### src/sv/smfl_pkg.sv
// Shared types, codes and helpers for the secure module frame link.
package smfl_pkg;

    localparam logic [7:0] SYNC_BYTE    = 8'h55;
    localparam logic [7:0] BYTE_ONES    = 8'hff;
    localparam logic [15:0] STATUS_OK   = 16'h9000;
    localparam logic [7:0] MAC_SW1      = 8'h69;
    localparam logic [7:0] MAC_SW2      = 8'h89;
    localparam logic [7:0] MAC_CNT_MAX  = 8'd202;
    localparam logic [7:0] MAC_CNT_ALARM = 8'd200;

    localparam logic [13:0] POLL_LIMIT_RST = 14'd10000;
    localparam logic [15:0] MAX_LENGTH_RST = 16'd2048;

    localparam logic CFG_POLL_LIMIT = 1'b0;
    localparam logic CFG_MAX_LENGTH = 1'b1;

    localparam logic ACT_HOST = 1'b0;
    localparam logic ACT_RX   = 1'b1;

    localparam logic [1:0] KIND_SEND  = 2'd0;
    localparam logic [1:0] KIND_REPLY = 2'd1;
    localparam logic [1:0] KIND_END   = 2'd2;

    localparam logic [2:0] OUT_OK       = 3'd0;
    localparam logic [2:0] OUT_TIMEOUT  = 3'd1;
    localparam logic [2:0] OUT_STATUS   = 3'd2;
    localparam logic [2:0] OUT_LENGTH   = 3'd3;
    localparam logic [2:0] OUT_CHECKSUM = 3'd4;

    localparam int QDEPTH = 4;
    localparam int QAW    = $clog2(QDEPTH);

    typedef enum logic [3:0] {
        PH_IDLE,
        PH_SEND,
        PH_HUNT,
        PH_STAT1,
        PH_STAT2,
        PH_LEN1,
        PH_LEN2,
        PH_PAYLOAD,
        PH_CHECK
    } phase_t;

    typedef struct packed {
        logic [1:0]  kind;
        logic [7:0]  value;
        logic [2:0]  outcome;
        logic [15:0] status_word;
        logic        mac_alarm;
    } result_t;

    // Up to three results caused by one input transaction.
    typedef struct packed {
        logic [1:0]  cnt;
        result_t [2:0] res;
    } bundle_t;

    // Head of the queue as seen by the back end.
    typedef struct packed {
        logic    valid;
        bundle_t bundle;
    } qhead_t;

    function automatic result_t make_res(logic [1:0] kind, logic [7:0] value,
                                         logic [2:0] outcome, logic [15:0] sw,
                                         logic alarm);
        result_t r;
        r.kind        = kind;
        r.value       = value;
        r.outcome     = outcome;
        r.status_word = sw;
        r.mac_alarm   = alarm;
        return r;
    endfunction

endpackage

### src/sv/smfl_front.sv
// Front end: config registers, framing/parsing state machine, result bundles.
module smfl_front
    import smfl_pkg::*;
(
    input  logic       clk,
    input  logic       rst_n,
    input  logic       cfg_we,
    input  logic       cfg_index,
    input  logic [15:0] cfg_data,
    input  logic       fire,
    input  logic       action,
    input  logic [7:0] data_byte,
    input  logic       final_req,
    output logic       push,
    output bundle_t    push_bundle
);

    phase_t      phase_reg, phase_next;
    logic [13:0] poll_limit_reg;
    logic [15:0] max_length_reg;
    logic [7:0]  check_reg, check_next;
    logic [13:0] poll_count_reg, poll_count_next;
    logic [15:0] reply_length_reg, reply_length_next;
    logic [15:0] payload_count_reg, payload_count_next;
    logic [7:0]  first_status_reg, first_status_next;
    logic [7:0]  mac_count_reg, mac_count_next;

    logic [13:0] poll_inc;
    logic        timeout;
    logic [15:0] len_full;
    logic [15:0] payload_inc;
    logic [15:0] sw;
    logic [7:0]  send_acc;
    bundle_t     bundle;

    assign poll_inc    = poll_count_reg + 14'd1;
    assign timeout     = (poll_inc >= poll_limit_reg) || (poll_inc == '0);
    assign len_full    = {reply_length_reg[15:8], data_byte};
    assign payload_inc = payload_count_reg + 16'd1;
    assign sw          = {first_status_reg, data_byte};
    // Checksum restarts at the first host byte of a frame.
    assign send_acc    = ((phase_reg == PH_IDLE) ? 8'h00 : check_reg) ^ data_byte;

    always_ff @(posedge clk or negedge rst_n)
    begin
        if (!rst_n)
        begin
            poll_limit_reg <= POLL_LIMIT_RST;
            max_length_reg <= MAX_LENGTH_RST;
        end
        else if (cfg_we)
        begin
            unique case (cfg_index)
                CFG_POLL_LIMIT: poll_limit_reg <= cfg_data[13:0];
                CFG_MAX_LENGTH: max_length_reg <= cfg_data;
                default: ;
            endcase
        end
    end

    always_ff @(posedge clk or negedge rst_n)
    begin
        if (!rst_n)
        begin
            phase_reg         <= PH_IDLE;
            check_reg         <= '0;
            poll_count_reg    <= '0;
            reply_length_reg  <= '0;
            payload_count_reg <= '0;
            first_status_reg  <= '0;
            mac_count_reg     <= '0;
        end
        else if (fire)
        begin
            phase_reg         <= phase_next;
            check_reg         <= check_next;
            poll_count_reg    <= poll_count_next;
            reply_length_reg  <= reply_length_next;
            payload_count_reg <= payload_count_next;
            first_status_reg  <= first_status_next;
            mac_count_reg     <= mac_count_next;
        end
    end

    // Next phase
    always_comb
    begin
        phase_next = phase_reg;
        if (action == ACT_HOST)
        begin
            unique case (phase_reg)
                PH_IDLE, PH_SEND: phase_next = final_req ? PH_HUNT : PH_SEND;
                PH_HUNT, PH_STAT1, PH_STAT2, PH_LEN1, PH_LEN2, PH_PAYLOAD,
                PH_CHECK: phase_next = phase_reg;
                default: phase_next = PH_IDLE;
            endcase
        end
        else
        begin
            unique case (phase_reg)
                PH_HUNT:
                begin
                    if (data_byte == SYNC_BYTE)
                        phase_next = PH_STAT1;
                    else if (timeout)
                        phase_next = PH_IDLE;
                end
                PH_STAT1: phase_next = PH_STAT2;
                PH_STAT2: phase_next = (sw == STATUS_OK) ? PH_LEN1 : PH_IDLE;
                PH_LEN1:  phase_next = PH_LEN2;
                PH_LEN2:
                begin
                    if (len_full > max_length_reg)
                        phase_next = PH_IDLE;
                    else if (len_full == '0)
                        phase_next = PH_CHECK;
                    else
                        phase_next = PH_PAYLOAD;
                end
                PH_PAYLOAD:
                begin
                    if (payload_inc >= reply_length_reg)
                        phase_next = PH_CHECK;
                end
                PH_CHECK: phase_next = PH_IDLE;
                PH_IDLE, PH_SEND: phase_next = phase_reg;
                default: phase_next = PH_IDLE;
            endcase
        end
    end

    // Results and datapath updates
    always_comb
    begin
        bundle             = '0;
        check_next         = check_reg;
        poll_count_next    = poll_count_reg;
        reply_length_next  = reply_length_reg;
        payload_count_next = payload_count_reg;
        first_status_next  = first_status_reg;
        mac_count_next     = mac_count_reg;
        if (action == ACT_HOST)
        begin
            unique case (phase_reg)
                PH_IDLE:
                begin
                    bundle.res[0] = make_res(KIND_SEND, SYNC_BYTE, OUT_OK, '0, 1'b0);
                    bundle.res[1] = make_res(KIND_SEND, data_byte, OUT_OK, '0, 1'b0);
                    bundle.res[2] = make_res(KIND_SEND, send_acc ^ BYTE_ONES, OUT_OK,
                                             '0, 1'b0);
                    bundle.cnt    = final_req ? 2'd3 : 2'd2;
                    check_next    = send_acc;
                    if (final_req)
                        poll_count_next = '0;
                end
                PH_SEND:
                begin
                    bundle.res[0] = make_res(KIND_SEND, data_byte, OUT_OK, '0, 1'b0);
                    bundle.res[1] = make_res(KIND_SEND, send_acc ^ BYTE_ONES, OUT_OK,
                                             '0, 1'b0);
                    bundle.cnt    = final_req ? 2'd2 : 2'd1;
                    check_next    = send_acc;
                    if (final_req)
                        poll_count_next = '0;
                end
                default: ;
            endcase
        end
        else
        begin
            unique case (phase_reg)
                PH_HUNT:
                begin
                    if (data_byte == SYNC_BYTE)
                        check_next = '0;
                    else
                    begin
                        poll_count_next = poll_inc;
                        if (timeout)
                        begin
                            bundle.res[0] = make_res(KIND_END, '0, OUT_TIMEOUT, '0, 1'b0);
                            bundle.cnt    = 2'd1;
                        end
                    end
                end
                PH_STAT1:
                begin
                    first_status_next = data_byte;
                    check_next        = check_reg ^ data_byte;
                end
                PH_STAT2:
                begin
                    check_next = check_reg ^ data_byte;
                    if (sw != STATUS_OK)
                    begin
                        bundle.res[0] = make_res(KIND_END, '0, OUT_STATUS, sw, 1'b0);
                        bundle.cnt    = 2'd1;
                        if ((first_status_reg == MAC_SW1 || data_byte == MAC_SW2)
                            && mac_count_reg < MAC_CNT_MAX)
                        begin
                            mac_count_next = mac_count_reg + 8'd1;
                            bundle.res[0].mac_alarm =
                                (mac_count_reg + 8'd1) == MAC_CNT_ALARM;
                        end
                    end
                end
                PH_LEN1:
                begin
                    reply_length_next = {data_byte, 8'h00};
                    check_next        = check_reg ^ data_byte;
                    bundle.res[0]     = make_res(KIND_REPLY, data_byte, OUT_OK, '0, 1'b0);
                    bundle.cnt        = 2'd1;
                end
                PH_LEN2:
                begin
                    reply_length_next = len_full;
                    check_next        = check_reg ^ data_byte;
                    bundle.res[0]     = make_res(KIND_REPLY, data_byte, OUT_OK, '0, 1'b0);
                    bundle.res[1]     = make_res(KIND_END, '0, OUT_LENGTH, STATUS_OK, 1'b0);
                    bundle.cnt        = (len_full > max_length_reg) ? 2'd2 : 2'd1;
                    payload_count_next = '0;
                end
                PH_PAYLOAD:
                begin
                    check_next         = check_reg ^ data_byte;
                    payload_count_next = payload_inc;
                    bundle.res[0]      = make_res(KIND_REPLY, data_byte, OUT_OK, '0, 1'b0);
                    bundle.cnt         = 2'd1;
                end
                PH_CHECK:
                begin
                    bundle.res[0] = make_res(KIND_END, '0,
                        (data_byte == (check_reg ^ BYTE_ONES)) ? OUT_OK : OUT_CHECKSUM,
                        STATUS_OK, 1'b0);
                    bundle.cnt    = 2'd1;
                end
                default: ;
            endcase
        end
    end

    assign push        = fire && (bundle.cnt != 2'd0);
    assign push_bundle = bundle;

endmodule

### src/sv/smfl_queue.sv
// Short bundle queue between the front and back ends.
module smfl_queue
    import smfl_pkg::*;
(
    input  logic    clk,
    input  logic    rst_n,
    input  logic    push,
    input  bundle_t push_bundle,
    input  logic    pop,
    output logic    full,
    output qhead_t  head
);

    bundle_t      mem [QDEPTH];
    logic [QAW-1:0] wr_ptr_reg, rd_ptr_reg;
    logic [QAW:0]   count_reg, count_next;

    assign full       = (count_reg == (QAW+1)'(QDEPTH));
    assign head.valid = (count_reg != '0);
    assign head.bundle = mem[rd_ptr_reg];

    always_comb
    begin
        count_next = count_reg;
        if (push && !pop)
            count_next = count_reg + (QAW+1)'(1);
        else if (pop && !push)
            count_next = count_reg - (QAW+1)'(1);
    end

    always_ff @(posedge clk)
    begin
        if (push)
            mem[wr_ptr_reg] <= push_bundle;
    end

    always_ff @(posedge clk or negedge rst_n)
    begin
        if (!rst_n)
        begin
            wr_ptr_reg <= '0;
            rd_ptr_reg <= '0;
            count_reg  <= '0;
        end
        else
        begin
            if (push)
                wr_ptr_reg <= wr_ptr_reg + QAW'(1);
            if (pop)
                rd_ptr_reg <= rd_ptr_reg + QAW'(1);
            count_reg <= count_next;
        end
    end

endmodule

### src/sv/smfl_back.sv
// Back end: unrolls each bundle into single results behind an output register.
module smfl_back
    import smfl_pkg::*;
(
    input  logic    clk,
    input  logic    rst_n,
    input  qhead_t  head,
    output logic    pop,
    output logic    out_valid,
    input  logic    out_ready,
    output result_t out_res,
    output logic    out_last
);

    logic [1:0] idx_reg;
    logic       valid_reg;
    result_t    res_reg;
    logic       last_reg;
    logic       load;
    logic       is_last;

    assign load    = head.valid && (!valid_reg || out_ready);
    assign is_last = (idx_reg == (head.bundle.cnt - 2'd1));
    assign pop     = load && is_last;

    always_ff @(posedge clk or negedge rst_n)
    begin
        if (!rst_n)
        begin
            idx_reg   <= '0;
            valid_reg <= 1'b0;
        end
        else
        begin
            if (load)
            begin
                valid_reg <= 1'b1;
                idx_reg   <= is_last ? 2'd0 : idx_reg + 2'd1;
            end
            else if (out_ready)
                valid_reg <= 1'b0;
        end
    end

    always_ff @(posedge clk)
    begin
        if (load)
        begin
            res_reg  <= head.bundle.res[idx_reg];
            last_reg <= is_last;
        end
    end

    assign out_valid = valid_reg;
    assign out_res   = res_reg;
    assign out_last  = last_reg;

endmodule

### src/sv/secure_module_frame_link.sv
// Top level of the secure module frame link.
// Frames a host command toward a security module (sync byte, host bytes, inverted
// XOR checksum) and parses the module's reply (sync hunt with poll timeout,
// status word, length, payload, checksum). One input transaction is accepted per
// clock as long as the four-entry result queue between the state machine and the
// output stage has room; a transaction causes zero to three results, and the
// output stage delivers one result per clock while out_ready is high, so the
// sustained rate is one item per cycle when each item yields at most one result
// and else is set by the output stage. Configuration writes take effect at once.
module secure_module_frame_link
    import smfl_pkg::*;
(
    input  logic        clk,
    input  logic        rst_n,
    input  logic        cfg_we,
    input  logic        cfg_index,
    input  logic [15:0] cfg_data,
    input  logic        in_valid,
    output logic        in_ready,
    input  logic        action,
    input  logic [7:0]  data_byte,
    input  logic        final_req,
    output logic        out_valid,
    input  logic        out_ready,
    output logic [1:0]  kind,
    output logic [7:0]  value,
    output logic        run_last,
    output logic [2:0]  outcome,
    output logic [15:0] status_word,
    output logic        mac_alarm
);

    logic    fire;
    logic    push;
    logic    pop;
    logic    full;
    bundle_t push_bundle;
    qhead_t  head;
    result_t res;

    assign in_ready = !full;
    assign fire     = in_valid && in_ready;

    smfl_front u_front (
        .clk         (clk),
        .rst_n       (rst_n),
        .cfg_we      (cfg_we),
        .cfg_index   (cfg_index),
        .cfg_data    (cfg_data),
        .fire        (fire),
        .action      (action),
        .data_byte   (data_byte),
        .final_req   (final_req),
        .push        (push),
        .push_bundle (push_bundle)
    );

    smfl_queue u_queue (
        .clk         (clk),
        .rst_n       (rst_n),
        .push        (push),
        .push_bundle (push_bundle),
        .pop         (pop),
        .full        (full),
        .head        (head)
    );

    smfl_back u_back (
        .clk       (clk),
        .rst_n     (rst_n),
        .head      (head),
        .pop       (pop),
        .out_valid (out_valid),
        .out_ready (out_ready),
        .out_res   (res),
        .out_last  (run_last)
    );

    assign kind        = res.kind;
    assign value       = res.value;
    assign outcome     = res.outcome;
    assign status_word = res.status_word;
    assign mac_alarm   = res.mac_alarm;

endmodule

### config.mk
export PLATFORM = sky130hd
export DESIGN_NAME = secure_module_frame_link
export DESIGN_NICKNAME = d
export VERILOG_FILES = /design/src/sv/smfl_pkg.sv /design/src/sv/smfl_front.sv /design/src/sv/smfl_queue.sv /design/src/sv/smfl_back.sv /design/src/sv/secure_module_frame_link.sv
export SDC_FILE = /design/constraint.sdc
export NUM_CORES = 1
export LEC_CHECK = 0
export BUFFER_PORTS_ARGS = -buffer_cell sky130_fd_sc_hd__buf_2
export CAP_MARGIN = 40
export CORE_ASPECT_RATIO = 0.8
export CORE_MARGIN = 2
export CORE_UTILIZATION = 50
export DETAILED_ROUTE_END_ITERATION = 6
export MAX_ROUTING_LAYER = met4
export PLACE_DENSITY_LB_ADDON = 0.12
export SYNTH_ARGS = -nofsm -noshare
export SYNTH_HDL_FRONTEND = slang
export SYNTH_SLANG_ARGS = --single-unit
### constraint.sdc
create_clock -name clk -period 4.2 [get_ports clk]
set_input_delay 0.21 -clock clk [delete_from_list [all_inputs] [get_ports clk]]
set_output_delay 0.21 -clock clk [all_outputs]
set_load 0.01 [all_outputs]
==> run_results.csv <==
group,metric,value,unit
floorplanning,boundaryPins,65,
floorplanning,die_x,203,µm
finish,final_cell_mix,"edfxtp_1 (227), nand2_1 (120), dfrtp_1 (106)",
hold_path,min_delay_path_depth,3,
timing,skew,14.9,ps
setup_path,worstPathArrival,4300,ps
power_and_ir_drop,peakVddDrop,0.423,mV
drt,drtIter0Drc,738,
power_and_ir_drop,p_comb_frac,0.299,
hold_path,hp-class,"primary input to flip-flop",
clock_network,cts_max_level,2,
placement,post-place-cells,1685,
timing,fin_tns_setup,0,ps
run_status,status,"finished, final reports clean",
finish,syn2layout_area_growth,15.5,%
clock_network,clk_latency,530,ps
floorplanning,rows,58,
timing,tightest_slew,857,ps
drt,wire_per_inst,19.4,µm
timing,period_needed,3880,ps
logic_synthesis,ys.flop_type,"edfxtp_1",
placement,io_buffers,64,
grt,overflow,0,
power_and_ir_drop,leakagePower,7.38,nW
logic_synthesis,seq_area_frac_synth,0.608,
timing,fin_crit_sh,0.924,
logic_synthesis,avgSynthCellArea,13.0,µm²
finish,drive_above_1_share,0.196,
clock_network,cts_tree,"built",
timing,relSlewSlack,0.422,
grt,grt_pass1_wl,55500,µm
clock_network,clock_sinks,341,
logic_synthesis,yosys-top-cells-area,"edfxtp_1 (43%), dfrtp_1 (17%), mux4_2 (6.9%)",
power_and_ir_drop,switching_power,3.67,mW
power_and_ir_drop,clockPowerShare,0.278,
drt,ant_nets,0,
logic_synthesis,synth_edf_count,227,
timing,finalHoldViolations,0,
power_and_ir_drop,power,11.7,mW
timing,fmaxAchievable,258,MHz
drt,vias_per_cell,5.61,
power_and_ir_drop,p_per_area,638,nW/µm²
drt,drc,0,
grt,antenna_found_initial,1,
power_and_ir_drop,intPower,8.06,mW
setup_path,required,4620,ps
setup_path,critPathCaptureType,"flip-flop",
setup_path,path_class,"flip-flop to flip-flop",
drt,dr.pass1.iters,5,
timing,rsz0062_at_grt,"false",
logic_synthesis,yosysTopAreaCell,"edfxtp_1",
setup_path,path_max_fanout,6,
logic_synthesis,ys_async_sr_fraction,0.334,
grt,grt_pass1_vias,9800,
grt,grt_max_degree,50,
logic_synthesis,syn-cell-area,15900,µm²
timing,setup_viol,0,
logic_synthesis,yosys.area.top_type_share,0.428,
clock_network,clockBufferDepth,3,
logic_synthesis,synth_fp_nets,1308,
logic_synthesis,ys_warn_count,0,
finish,top_register,"u_queue.mem",
power_and_ir_drop,swShare,0.313,
drt,vias,9928,
floorplanning,dieArea,33300,µm²
clock_network,clockRootBuffer,"clkbuf_16",
floorplanning,dieHeight,164,µm
floorplanning,core_area,31400,µm²
grt,track_usage,0.223,
finish,final_util,0.586,
finish,layout.cells.non_filler,1769,
drt,wl,34400,µm
logic_synthesis,synthCells,1220,
logic_synthesis,synth-seq-cells,341,
power_and_ir_drop,pwr-share-seq,0.423,
setup_path,worstRegToRegCells,16,
timing,slew_viol_final,0,
placement,dp_hpwl,22500,µm
placement,place_congestion,0.845,
setup_path,setup.worst_path.start_class,"flip-flop",
clock_network,clkTransAtPathRegs,60,ps
run,drv_cap,0,
floorplanning,start_util,0.508,
logic_synthesis,ys_types,64,
finish,largest_reg_flops,196,
finish,finalNetCount,1410,
finish,final_common_cell,"edfxtp_1",
clock_network,cts_made_buffers,36,
==> layer usage <==
layer  track usage  wire length, µm  vias to the layer above
li1              -                -                     4714
met1         0.329            16800                     4941
met2         0.327            15400                      223
met3        0.0311             1490                       50
met4        0.0571              739                        0
met5             -                0                        -
==> critical path, stage by stage (launching register included) <==
cell,delay (ps)
dfrtp_1,420
ha_1,200
nand2_1,130
nor2_1,190
and4_1,220
xor2_1,200
ha_1,270
nand4_1,110
nor2_1,70
a211oi_2,280
a21boi_1,180
o41ai_4,340
a41oi_4,170
ha_1,250
inv_1,70
fa_1,400
mux2_2,260
==> cells by family after synthesis <==
logic type | after synthesis | share of synthesized area
compound gates | 199 | 0.0796
xor+xnor | 50 | 0.0275
fa+ha+maj | 56 | 0.0445
buf+inv | 133 | 0.0321
flops | 341 | 0.608
mux | 92 | 0.0992
simple gates | 349 | 0.109
==> path summary, 6_finish.rpt <==
kind / start / to / slack (ps)
setup / recovery: u_front.poll_count_reg[0] / u_queue.count_reg[1] / 320
hold / removal: cfg_index / u_front.poll_limit_reg[0] / 70
setup reg to reg: u_front.poll_count_reg[0] / u_queue.count_reg[1] / 320
hold reg to reg: u_front.reply_length_reg[1] / u_front.reply_length_reg[1] / 500
max in group asynchronous: rst_n / u_front.max_length_reg[11] / 3040
min in group asynchronous: rst_n / u_back.out_valid / 170
==> through the flow <==
step | hold slack (ps) | setup slack, ps | area [µm²]
floorplan | -85.6 | 283 | 15900
global placement | 395 | 126 | 16900
detailed placement | 189 | -5.05 | 17000
CTS | 48.7 | 61.4 | 18400
global route | 58.9 | 21.3 | 18400
finish | 68.8 | 321 | 18400
==> power groups by stage <==
stage / Combinational (mW) / Clock, mW / Sequential (mW)
after floorplan: 2.42 / 0 / 4.97
after global placement: 3.45 / 0 / 5.00
after detailed placement: 3.54 / 0 / 5.02
after CTS: 3.57 / 3.33 / 4.96
after global routing: 3.90 / 3.47 / 5.04
final: 3.51 / 3.26 / 4.96
==> cell usage after synthesis, types with 5 or more instances <==
| cell type | n |
|---|---|
| inv_1 | 67 |
| nand2_1 | 120 |
| nor2_1 | 53 |
| nand2b_1 | 13 |
| edfxtp_1 | 227 |
| dfrtp_1 | 108 |
| xnor2_1 | 37 |
| o21ai_0 | 78 |
| o22ai_1 | 8 |
| a22o_1 | 19 |
| buf_1 | 10 |
| a21o_1 | 16 |
| and2_1 | 29 |
| ha_1 | 55 |
| a21oi_1 | 35 |
| nand4_1 | 18 |
| nand3_1 | 34 |
| nor3_1 | 14 |
| mux4_2 | 49 |
| and3_1 | 22 |
| nor2b_1 | 8 |
| mux2_1 | 5 |
| xor2_1 | 13 |
| dfstp_2 | 6 |
| or3_1 | 8 |
| o31ai_1 | 9 |
| mux2i_1 | 11 |
| clkbuf_1 | 52 |
| o21ai_1 | 5 |
| nor4_1 | 14 |
| mux2_2 | 26 |
==> what timing repair did <==
action	in CTS	in global routing
pin swaps	0	2
resized for setup	1	2
hold buffers	18	0
endpoints found under the hold margin	59	0
cloned	0	0
setup endpoints to repair	1	190
setup buffers	0	1
==> cell type report <==
cell class	instances	area (µm²)
antenna	1	2.50
clock buffer	47	982
clock inverter	17	231
fill	2539	13000
inverter	67	251
multi-input combinational	746	5750
sequential	341	9680
tap	420	526
timing repair buffer	130	958
Power figures use the tool's default switching activity.
